## src/hdl/v3a_pkg.sv

```systemverilog
`default_nettype none
// ----------------------------------------------------------------------------
// v3a_pkg: shared types, codes and helpers for the 3D vector ALU
// Operation codes, pipeline depths, saturation and rounding helpers.
// ----------------------------------------------------------------------------
package v3a_pkg;

    // operation codes
    localparam logic [1:0] OP_DOT   = 2'd0;
    localparam logic [1:0] OP_CROSS = 2'd1;
    localparam logic [1:0] OP_SUB   = 2'd2;
    localparam logic [1:0] OP_NORM  = 2'd3;

    // square root: one result bit per stage
    localparam int SQRT_N = 32;
    // quotient bits of a unit component (result never above 1.0)
    localparam int QW     = 17;
    // divider: one setup stage plus one stage per quotient bit
    localparam int DIV_N  = QW + 1;

    typedef struct packed {
        logic signed [31:0] val;
        logic               ovf;
    } t_sat;

    // what one lane hands to the merge stage
    typedef struct packed {
        logic signed [63:0] prod;   // first product, one stage earlier
        logic signed [31:0] res;    // cross or subtract result
        logic               ovf;
        logic               neg;    // sign of the u component
        logic [31:0]        mag;    // magnitude of the u component
    } t_lane_out;

    // per-item data riding along the square root and divider
    typedef struct packed {
        logic [1:0]        op;
        logic [2:0][31:0]  res;
        logic [31:0]       scalar;
        logic              ovf;
        logic [2:0]        neg;
        logic [2:0][31:0]  mag;
        logic              zlen;
    } t_side;

    // clamp to signed 32 bits
    function automatic t_sat sat32(input logic signed [65:0] v);
        t_sat s;
        s.ovf = 1'b1;
        if (v > 66'sd2147483647) begin
            s.val = 32'sh7FFFFFFF;
        end else if (v < -66'sd2147483648) begin
            s.val = 32'sh80000000;
        end else begin
            s.val = v[31:0];
            s.ovf = 1'b0;
        end
        return s;
    endfunction

    // Q32.32 to Q16.16, nearest with ties toward +inf
    function automatic logic signed [65:0] round_q16(input logic signed [65:0] v);
        logic signed [65:0] t;
        t = v + 66'sd32768;
        return t >>> 16;
    endfunction

endpackage
`default_nettype wire

```

## src/hdl/v3a_div.sv

```systemverilog
`default_nettype none
// ----------------------------------------------------------------------------
// v3a_div: pipelined unit-component divider
// round(mag * 2^16 / len), ties away from zero, one quotient bit per stage.
// ----------------------------------------------------------------------------
module v3a_div (
    input  wire                      i_clk,
    input  wire                      i_en,
    input  wire [31:0]               i_mag,
    input  wire [31:0]               i_len,
    output logic [v3a_pkg::QW-1:0]   o_q
);

    logic [31:0]             r_rem [v3a_pkg::DIV_N];
    logic [v3a_pkg::QW-1:0]  r_nq  [v3a_pkg::DIV_N];
    logic [31:0]             r_len [v3a_pkg::DIV_N];
    logic [31:0]             n_rem [v3a_pkg::DIV_N];
    logic [v3a_pkg::QW-1:0]  n_nq  [v3a_pkg::DIV_N];
    logic [48:0]             num;

    // numerator with half the divisor added for rounding
    assign num = {1'b0, i_mag, 16'd0} + 49'(i_len >> 1);

    always_comb begin
        // setup: upper part is already below the divisor
        n_rem[0] = num[48:v3a_pkg::QW];
        n_nq[0]  = num[v3a_pkg::QW-1:0];
        // restoring steps; quotient bits shift in as numerator bits leave
        for (int k = 1; k < v3a_pkg::DIV_N; k++) begin
            logic [32:0] t;
            logic        qb;
            t  = {r_rem[k-1], r_nq[k-1][v3a_pkg::QW-1]};
            qb = (t >= {1'b0, r_len[k-1]});
            n_rem[k] = qb ? 32'(t - {1'b0, r_len[k-1]}) : t[31:0];
            n_nq[k]  = {r_nq[k-1][v3a_pkg::QW-2:0], qb};
        end
    end

    always_ff @(posedge i_clk) begin
        if (i_en) begin
            for (int k = 0; k < v3a_pkg::DIV_N; k++) begin
                r_rem[k] <= n_rem[k];
                r_nq[k]  <= n_nq[k];
                r_len[k] <= (k == 0) ? i_len : r_len[(k == 0) ? 0 : k - 1];
            end
        end
    end

    assign o_q = r_nq[v3a_pkg::DIV_N-1];

endmodule
`default_nettype wire

```

## config.mk

```make
export PLATFORM = sky130hd
export DESIGN_NAME = v3a_div
export DESIGN_NICKNAME = d
export VERILOG_FILES = /design/src/hdl/v3a_pkg.sv /design/src/hdl/v3a_div.sv
export SDC_FILE = /design/constraint.sdc
export NUM_CORES = 2
export LEC_CHECK = 0
export BUFFER_PORTS_ARGS = -buffer_cell sky130_fd_sc_hd__buf_2
export CORE_ASPECT_RATIO = 2
export CORE_MARGIN = 1
export CORE_UTILIZATION = 64
export DETAILED_ROUTE_END_ITERATION = 6
export GPL_TIMING_DRIVEN = 1
export MAX_ROUTING_LAYER = met4
export PLACE_DENSITY = 0.89
export SLEW_MARGIN = 20
export SYNTH_ARGS = -nofsm -noshare
export SYNTH_HDL_FRONTEND = slang
export SYNTH_SLANG_ARGS = --single-unit
```

## constraint.sdc

```tcl
create_clock -name i_clk -period 4.07 [get_ports i_clk]
set_input_delay 0.6105 -clock i_clk [delete_from_list [all_inputs] [get_ports i_clk]]
set_output_delay 0.6105 -clock i_clk [all_outputs]
set_load 0.005 [all_outputs]
```

==> qor.txt <==
Crit Path Max Fanout - 43
Sequential fraction of design power - 31.7%
Register Area - 37300 um^2
Port bufs - 82
DR iter-0 viols - 2984
Hold slack - 0.0431 ns
P_sw - 26600 uW
Leak Pwr - 0.0339 uW
Syn Inst Count - 6622
Antenna viol nets, final - 0
Worst Clk Skew - 0.0237 ns
Post-Syn Nets - 7264
GR Overflow Total - 0
Clock network power share - 16.5%
Worst r2r src - r_rem[13][27]
FF+latch count, synth - 1242
Layout cell share with drive strength beyond 1 - 11.7%
Req. time, crit path - 4.57 ns
Comb pwr share - 51.8%
Minimum clock period - 4.07 ns
Placed Cells - 8335
Status - finished clean
Mapped Avg Cell Area - 11.0 um^2
Drt drc - 0
Clock latency on the worst-skew pair - 0.74 ns
CP Class - reg -> reg
Share of async-settable or async-resettable flops after synthesis - 0%
Die height - 478 um
Net Sw Frac - 40.1%
Mapped cell area - 72600 um^2
EDFF count, synth - 1242
Fin. Hold Viols - 0
HP Class - in -> reg
Post-DP Area - 77000 um^2
Core Region - 113000 um^2
Syn-to-layout area delta - 11.2%
Largest net degree at the start of global routing - 120
Final #Nets - 7593
Max-Slew Margin vs Limit - 34.7%
Drt total wl - 203000 um
Fill cell count - 7807
Die area - 115000 um^2
First-pass DRT Iterations - 6
Final Util - 71.8%
Top FF cell, synth - edfxtp_1
RSZ-0062 raised after global routing - no
Worst setup EP type - flip-flop
P_int - 39800 uW
Max-cap violations - 0
Area of the multi-input gates - 32100 um^2
Vias per cell - 6.23
Power per standard cell area - 822 nW/um^2
Clock sink count - 1242
Initial Utilization - 64.5%
CTS tree - done
Via count - 53200
Crit path launch - r_rem[13][27]
WP data arrival - 4.57 ns
Initial antenna violation count - 1
Max-slew violations - 0
GRT Util Overall - 36.8%
Die X - 240 um
Max H-tree Level - 3
Crit path launch type - flip-flop
Final cell count without fillers - 8538
Synth cell types - 101
CP endpoint - r_rem[14][3]
Slew @ Worst Pin - 0.976 ns
HPWL after detailed placement - 159000 um
Wire length per cell - 23.8 um
Gp weighted congestion - 0.982
Design Area, Final - 80800 um^2
IO Count - 83
Final setup violating endpoints - 0
Number of global-route vias before repair - 58200
Tot Pwr - 66400 uW
Reg2reg path depth - 10
TritonCTS buffer count - 109
Hold_buf cts - 0
Fmax - 246 MHz
Bufs on Longest Clock Path - 3
Seq/Total Area, Yosys - 51.3%
Maximum VDD drop - 0.479 mV
Ys Warns - 0
Clock Tree Root - clkbuf_16
Fin crit share - 100%
Flop2flop setup slack - 0.002 ns
Worst R2R End - r_rem[14][3]
Post-CTS Setup Inserts - 0
Global-route wire length before repair - 305000 um
Cell row count - 174
Clk slew on worst S/H paths - 0.08 ns
final cells by class:
type	instances	area share (%)
repair buffers	406	4.09
clock inverters	74	1.04
clock buffers	126	3.51
inverters	663	3.08
multi-input cells	4529	39.8
diodes	2	0.00620
flip-flops and latches	1242	46.2
well taps	1496	2.32
flip-flops by register name, summed over array words and instances (netlist names):
name	count
r_nq	164
r_rem	544
r_len	534
cell families (layout without fill, tap and decap cells):
group / count (synthesis) / after routing / synth area share [%]
adder cells (fa/ha/maj): 576 / 576 / 10.1
buffers and inverters: 851 / 1269 / 4.61
other: 0 / 2 / 0
AND/OR/NAND/NOR: 1489 / 1489 / 9.66
XOR/XNOR: 448 / 448 / 5.40
flip-flops: 1242 / 1242 / 51.3
multiplexers: 194 / 194 / 3.09
AO/OA/AOI/OAI: 1822 / 1822 / 15.8
power groups by stage:
stage               Sequential, uW  Clock, uW  Combinational [uW]
CTS                          20900      11000               33800
finish                       21000      11000               34400
floorplan                    20400          0               23000
global placement             21000          0               32500
global route                 21300      11500               37200
detailed placement           21200          0               33600
synth_stat cells (all sizes together) (24+ instances only):
library cell | count | area (um^2)
a21oi | 534 | 2690
and3 | 48 | 300
xnor2 | 239 | 2090
clkbuf | 133 | 502
buf | 55 | 360
nand2 | 523 | 1960
nor3 | 77 | 385
edfxtp | 1242 | 37300
a211oi | 53 | 413
nand3 | 110 | 551
nor2b | 73 | 457
o21ai | 493 | 2470
o31a | 24 | 210
o31ai | 36 | 285
inv | 663 | 2490
a21o | 282 | 2120
nand2b | 80 | 500
nand4 | 107 | 669
mux2 | 175 | 2060
xor2 | 209 | 1830
a31oi | 72 | 478
o211ai | 30 | 230
nor2 | 352 | 1330
ha | 559 | 6990
o21bai | 50 | 375
o21a | 76 | 571
worst max-delay path, cell delays in order, from the launching register on:
cell	delay [ns]
edfxtp_1	0.42
ha_1	0.83
nand4_1	0.31
buf_4	0.27
nor4_1	0.55
a221oi_1	0.17
buf_4	0.19
o31ai_1	0.38
a211oi_4	0.15
buf_12	0.19
mux2_2	0.31
per-layer routing:
metal | GRT usage, % | up-vias | wire, um
met5 | - | - | 0
met4 | 45.5 | 0 | 30000
met3 | 5.46 | 1182 | 6830
met2 | 71.8 | 1734 | 117000
met1 | 22.3 | 25400 | 49500
li1 | - | 24900 | -
stage by stage:
stage / setup WS, ns / setup TNS (ns)
2_1_floorplan: 0.764 / 0
3_3_place_gp: -1.02 / -29.10
3_5_place_dp: -0.432 / -9.95
4_1_cts: 0.00434 / 0
5_1_grt: 0.00216 / 0
6_report: 0.00164 / 0
how the worst min path moves through the flow:
| stage | startpoint | end | slack (ns) | cells after the start |
|---|---|---|---|---|
| floorplan | r_nq[9][0] | r_nq[10][1] | 0.40 | 0 |
| global placement | r_nq[7][1] | r_nq[8][2] | 0.40 | 0 |
| detailed placement | r_nq[12][4] | r_nq[13][5] | 0.40 | 0 |
| CTS | i_len[0] | r_len[0][0] | 0.005 | 1 |
| global route | i_len[0] | r_len[0][0] | 0.02 | 1 |
| finish | i_len[9] | r_len[0][9] | 0.04 | 1 |
cell usage in the layout, fill, tap and decap left out, types with 18 or more instances in the layout:
master	instances
a211oi_1	50
a21o_1	281
a21oi_1	529
a31oi_1	65
and3_1	48
and4_1	18
buf_12	36
buf_2	81
buf_4	288
clkbuf_16	111
clkinv_1	18
edfxtp_1	1242
ha_1	559
inv_1	662
mux2_2	150
mux2_4	23
mux2i_1	18
nand2_1	523
nand2b_1	80
nand3_1	110
nand4_1	107
nor2_1	351
nor2b_1	73
nor3_1	77
o211ai_1	29
o21a_1	76
o21ai_0	475
o21bai_1	50
o31a_1	24
o31ai_1	32
or3_1	19
xnor2_1	239
xor2_1	209
timing repair:
action                                  4_1_cts  5_1_grt
gates resized for setup                       3       10
cloned                                        0        0
pin swaps                                     1        0
endpoints found under the setup margin       34       73
Power figures use the tool's default switching activity.
