**config.mk**
```make
export PLATFORM = sky130hd
export DESIGN_NAME = v3a_sqrt
export DESIGN_NICKNAME = d
export VERILOG_FILES = /design/src/hdl/v3a_pkg.sv /design/src/hdl/v3a_sqrt.sv
export SDC_FILE = /design/constraint.sdc
export NUM_CORES = 2
export LEC_CHECK = 0
export ABC_CLOCK_PERIOD_IN_PS = 4500
export BUFFER_PORTS_ARGS = -buffer_cell sky130_fd_sc_hd__buf_2
export CORE_MARGIN = 2
export CORE_UTILIZATION = 50
export CTS_CLUSTER_SIZE = 10
export DETAILED_ROUTE_END_ITERATION = 12
export PLACE_DENSITY = 0.66
export SYNTH_ARGS = -nofsm -noshare
export SYNTH_HDL_FRONTEND = slang
export SYNTH_SLANG_ARGS = --single-unit
```
**constraint.sdc**
```tcl
create_clock -name i_clk -period 4.5 [get_ports i_clk]
set_input_delay 0.225 -clock i_clk [delete_from_list [all_inputs] [get_ports i_clk]]
set_output_delay 0.225 -clock i_clk [all_outputs]
set_load 0.03 [all_outputs]
```
**src/hdl/v3a_pkg.sv**
```systemverilog
`default_nettype none
// ----------------------------------------------------------------------------
// v3a_pkg: shared types, codes and helpers for the 3D vector ALU
// Operation codes, pipeline depths, saturation and rounding helpers.
// ----------------------------------------------------------------------------
package v3a_pkg;

    // operation codes
    localparam logic [1:0] OP_DOT   = 2'd0;
    localparam logic [1:0] OP_CROSS = 2'd1;
    localparam logic [1:0] OP_SUB   = 2'd2;
    localparam logic [1:0] OP_NORM  = 2'd3;

    // square root: one result bit per stage
    localparam int SQRT_N = 32;
    // quotient bits of a unit component (result never above 1.0)
    localparam int QW     = 17;
    // divider: one setup stage plus one stage per quotient bit
    localparam int DIV_N  = QW + 1;

    typedef struct packed {
        logic signed [31:0] val;
        logic               ovf;
    } t_sat;

    // what one lane hands to the merge stage
    typedef struct packed {
        logic signed [63:0] prod;   // first product, one stage earlier
        logic signed [31:0] res;    // cross or subtract result
        logic               ovf;
        logic               neg;    // sign of the u component
        logic [31:0]        mag;    // magnitude of the u component
    } t_lane_out;

    // per-item data riding along the square root and divider
    typedef struct packed {
        logic [1:0]        op;
        logic [2:0][31:0]  res;
        logic [31:0]       scalar;
        logic              ovf;
        logic [2:0]        neg;
        logic [2:0][31:0]  mag;
        logic              zlen;
    } t_side;

    // clamp to signed 32 bits
    function automatic t_sat sat32(input logic signed [65:0] v);
        t_sat s;
        s.ovf = 1'b1;
        if (v > 66'sd2147483647) begin
            s.val = 32'sh7FFFFFFF;
        end else if (v < -66'sd2147483648) begin
            s.val = 32'sh80000000;
        end else begin
            s.val = v[31:0];
            s.ovf = 1'b0;
        end
        return s;
    endfunction

    // Q32.32 to Q16.16, nearest with ties toward +inf
    function automatic logic signed [65:0] round_q16(input logic signed [65:0] v);
        logic signed [65:0] t;
        t = v + 66'sd32768;
        return t >>> 16;
    endfunction

endpackage
`default_nettype wire

```
**src/hdl/v3a_sqrt.sv**
```systemverilog
`default_nettype none
// ----------------------------------------------------------------------------
// v3a_sqrt: pipelined integer square root
// Floor square root of a 64-bit value, one result bit per stage.
// ----------------------------------------------------------------------------
module v3a_sqrt (
    input  wire         i_clk,
    input  wire         i_en,
    input  wire [63:0]  i_s,
    output logic [31:0] o_len
);

    logic [63:0] r_s   [v3a_pkg::SQRT_N];
    logic [63:0] r_res [v3a_pkg::SQRT_N];
    logic [63:0] n_s   [v3a_pkg::SQRT_N];
    logic [63:0] n_res [v3a_pkg::SQRT_N];

    // one digit step per stage, trial bit fixed by stage position
    always_comb begin
        for (int k = 0; k < v3a_pkg::SQRT_N; k++) begin
            logic [63:0] s_in, res_in, bit_k, trial;
            s_in   = (k == 0) ? i_s : r_s[(k == 0) ? 0 : k - 1];
            res_in = (k == 0) ? 64'd0 : r_res[(k == 0) ? 0 : k - 1];
            bit_k  = 64'd1 << (62 - 2 * k);
            trial  = res_in + bit_k;
            if (s_in >= trial) begin
                n_s[k]   = s_in - trial;
                n_res[k] = (res_in >> 1) + bit_k;
            end else begin
                n_s[k]   = s_in;
                n_res[k] = res_in >> 1;
            end
        end
    end

    always_ff @(posedge i_clk) begin
        if (i_en) begin
            for (int k = 0; k < v3a_pkg::SQRT_N; k++) begin
                r_s[k]   <= n_s[k];
                r_res[k] <= n_res[k];
            end
        end
    end

    assign o_len = r_res[v3a_pkg::SQRT_N-1][31:0];

endmodule
`default_nettype wire

```
==> out/results.tsv <==
stage	metric	value	unit
floorplanning	overall die width	493.7	um
drt	first-pass detailed-route iteration total	5	
synthesis	Post-synth EDFFs	2512	
power_and_ir_drop	Comb pwr share	21.5	%
place	placed instance area	0.1251	mm2
place	hpwl dp	228600	um
sta	Setup Skew	0.09886	ns
flow_run	maxcap violations	0	
synthesis	synth top area cells	edfxtp_1, ha_1, xor2_1	
synthesis	Post-synth ARST share	0	%
run_status	status	complete, no violations	
sta	Slew Viols, Final	0	
synthesis	predominant post-synthesis flop cell	edfxtp_1	
drt	DRC Markers	0	
sta	endpoints failing hold	0	
power_and_ir_drop	Sw Pwr	20070	uW
synthesis	Cell variety after synth	87	
critical_path	reg2reg end	r_s[1][823]	
clocking	TritonCTS clock tree	built	
sta	worst-margin pin slew	1.196	ns
sta	Max Fclk	0.2339	GHz
power_and_ir_drop	pwr dens	508.2	mW/mm2
sta	Final Setup Violations	0	
critical_path	CP max FO	8	
clocking	Clock transition at path regs	0.06	ns
sta	minimum clock period	4.274	ns
finish	Fill cells	19060	
floorplanning	# rows	179	
critical_path	R2R setup slack	0.23	ns
clocking	# Post-CTS Setup Buffers	0	
global_routing	Congestion Overflow GR	0	
critical_path	CP arrival	4.95	ns
global_routing	number of global-route vias before repair	75340	
worst_hold_path	min-delay src	i_s[15]	
drt	total vias in the final route	77970	
place	Buffers on Ports	97	
power_and_ir_drop	Pint	48390	uW
global_routing	first-pass GRT wire length	460400	um
power_and_ir_drop	Peak supply drop	0.3614	mV
sta	Slew headroom	20.09	%
drt	drt initial violations	7757	
clocking	Clock Path Buffers	4	
drt	post-route ant nets	0	
floorplanning	# IOs	98	
finish	Post-Layout Cell Count	13300	
floorplanning	core area	0.2381	mm2
drt	wire per inst	23.04	um
sta	crit share post-route	94.99	%
worst_hold_path	worst min path class	input port to register	
worst_hold_path	Worst Hold Endpoint	r_s[0][15]	
clocking	root cell of the clock tree	clkbuf_16	
power_and_ir_drop	Flop pwr share	47.4	%
floorplanning	DIE AREA	0.2438	mm2
finish	layout cells sized above 1	7.414	%
synthesis	#FFs+latches synth	2512	
synthesis	Post-Syn Instances	9558	
critical_path	crit-path leading delay family	compound AO/OA/AOI/OAI gates	
critical_path	CP required	5.17	ns
worst_hold_path	Hold Path Depth	2	
global_routing	Total Routing Usage GR	24.70	%
clocking	TritonCTS Buffers	310	
synthesis	Synth top area share	62.91	%
critical_path	most used cell, CP	o211ai_1	
critical_path	CP Class	register to register	
place	Cells after DPL	12790	
synthesis	syn avg cell area	12.55	um2
clocking	clock sink total	2512	
critical_path	FF-to-FF Start	r_res[1][713]	
finish	fin area	0.1347	mm2
sta	setup_tns	0	ns
synthesis	synthesized cell area	0.1199	mm2
finish	area grow syn2layout	12.34	%
synthesis	YS warnings	0	
sta	RSZ-0062 raised after global routing	false	
critical_path	CP Cell Sequence	inv_1 -> ha_1 -> or3_1 -> o221a_2 -> a21o_1 -> o221ai_1 -> o211ai_1 -> o31ai_1 -> o211ai_1 -> nor4_1 -> nor3b_1 -> xor2_1	
place	Final Wtd Congestion	0.9538	
sta	hold_ws	0.07212	ns
critical_path	WP depth	12	
global_routing	largest net degree at the start of global routing	193	
power_and_ir_drop	Sw Share	29.32	%
clocking	CTS H-Tree Depth	5	
synthesis	post-synthesis sequential area ratio	62.91	%
clocking	Worst-Skew Late Latency	0.95	ns
power_and_ir_drop	clock share of power	31.1	%
critical_path	CP startpoint	r_res[1][713]	
floorplanning	initial core utilization	50.37	%
finish	# nets final	10680	
global_routing	initial antenna violation count	21	
critical_path	Worst path max stage delay	0.50	ns
floorplanning	Die Ht	493.7	um
drt	final wirelength	306500	um
synthesis	syn_nets	10180	
drt	DR vias/cell	5.861	
critical_path	critical path launch point type	register	
critical_path	Worst path slowest cell	nor4_1	
critical_path	Buf/Inv on CP	1	
critical_path	Register-to-Register Path Depth	12	
power_and_ir_drop	LEAKAGE	0.05075	uW
critical_path	CP endpoint kind	register	
synthesis	Synth area leader	edfxtp_1	
finish	fin util	56.58	%
placed cells by master (no fill, tap or decap), types with 314 or more instances in the layout:
| cell | synthesis | routed |
|---|---|---|
| edfxtp_1 | 2512 | 2512 |
| xnor2_1 | 428 | 428 |
| clkbuf_16 | 0 | 314 |
| nor4_1 | 320 | 319 |
| ha_1 | 558 | 558 |
| a21oi_1 | 616 | 614 |
| nor2_1 | 663 | 662 |
| nand2_1 | 650 | 650 |
| inv_1 | 699 | 698 |
| o21ai_0 | 435 | 435 |
| xor2_1 | 448 | 448 |
logic make-up after synthesis:
kind of cell,count (synthesis),share of synthesized area (%)
adders and majority gates,558,5.822
muxes,88,0.8191
AOI/OAI and AO/OA,1796,9.232
and+or+nand+nor,2830,12.01
DFF,2512,62.91
xor gates and xnor gates,876,6.398
buffers and inverters,898,2.817
state kept, by name, summed over array words and instances (netlist names):
name	flops
r_s	1984
r_res	528
how the worst max path moves through the flow:
stage / to / slack, ns
after floorplan: r_s[1][372] / 0.77
after global placement: r_s[1][758] / -0.33
after detailed placement: r_s[1][758] / -0.41
after CTS: r_s[1][758] / 0.09
after global routing: r_s[1][694] / 0.08
final: r_s[1][823] / 0.23
what timing repair did:
action,4_1_cts,5_1_grt
hold buffers,128,0
cloned,0,0
endpoints found under the hold margin,125,0
gates resized for setup,2,3
setup endpoints to repair,48,24
synth_stat cells, types with 19 or more instances:
cell type	n
and3_1	33
a211oi_1	45
or2_2	32
o31ai_1	53
xnor2_1	428
nor3b_1	19
a21o_1	219
o21a_1	89
nor4b_1	53
xor2_1	448
inv_1	699
o21ai_0	435
edfxtp_1	2512
nand4b_1	19
a21oi_1	616
a31oi_1	40
a21boi_0	22
nor2_1	663
o211ai_1	38
ha_1	558
clkbuf_1	184
and2_1	21
nand2b_1	109
a211o_1	19
mux2_2	81
nor3_1	283
nor2b_1	75
nand4_1	172
nand2_1	650
or3_1	98
or4_1	67
nand3_1	143
o21bai_1	62
nor4_1	320
stage by stage:
| step | setup slack [ns] | power [uW] |
|---|---|---|
| floorplan | 0.7675 | 42030 |
| global placement | -0.3286 | 47070 |
| detailed placement | -0.4135 | 47220 |
| CTS | 0.08921 | 68740 |
| global route | 0.07896 | 71660 |
| finish | 0.2255 | 68450 |
final cells by class:
class,count,area [um2],share of cell area (%)
flip-flops and latches,2512,75430,56.00
clock buffers,348,7985,5.928
well taps,3167,3963,2.942
diodes,7,17.52,0.01300
clock inverters,35,269.0,0.1997
multi-input cells,6148,41200,30.58
inverters,703,2639,1.959
repair buffers,383,3206,2.380
worst register-to-register path, stage by stage (launching register included):
cell      delay [ns]
edfxtp_1        0.40
inv_1           0.06
ha_1            0.25
or3_1           0.38
o221a_2         0.31
a21o_1          0.23
o221ai_1        0.45
o211ai_1        0.25
o31ai_1         0.43
o211ai_1        0.36
nor4_1          0.50
nor3b_1         0.31
xor2_1          0.10
power groups by stage:
stage | registers (uW) | logic (uW) | clock network, uW
after floorplan | 31500 | 10500 | 0
after global placement | 32900 | 14200 | 0
after detailed placement | 32900 | 14400 | 0
after CTS | 32400 | 14600 | 21700
after global routing | 32700 | 16300 | 22600
final | 32500 | 14700 | 21300
metal layers:
metal | global-route usage, % | routed length (um) | vias up
li1 | - | - | 36610
met1 | 34.06 | 132100 | 38170
met2 | 40.14 | 144600 | 2650
met3 | 3.482 | 18720 | 540
met4 | 8.734 | 11080 | 2
met5 | 0 | 10 | -
No activity file was read; power rests on OpenSTA's default activity.
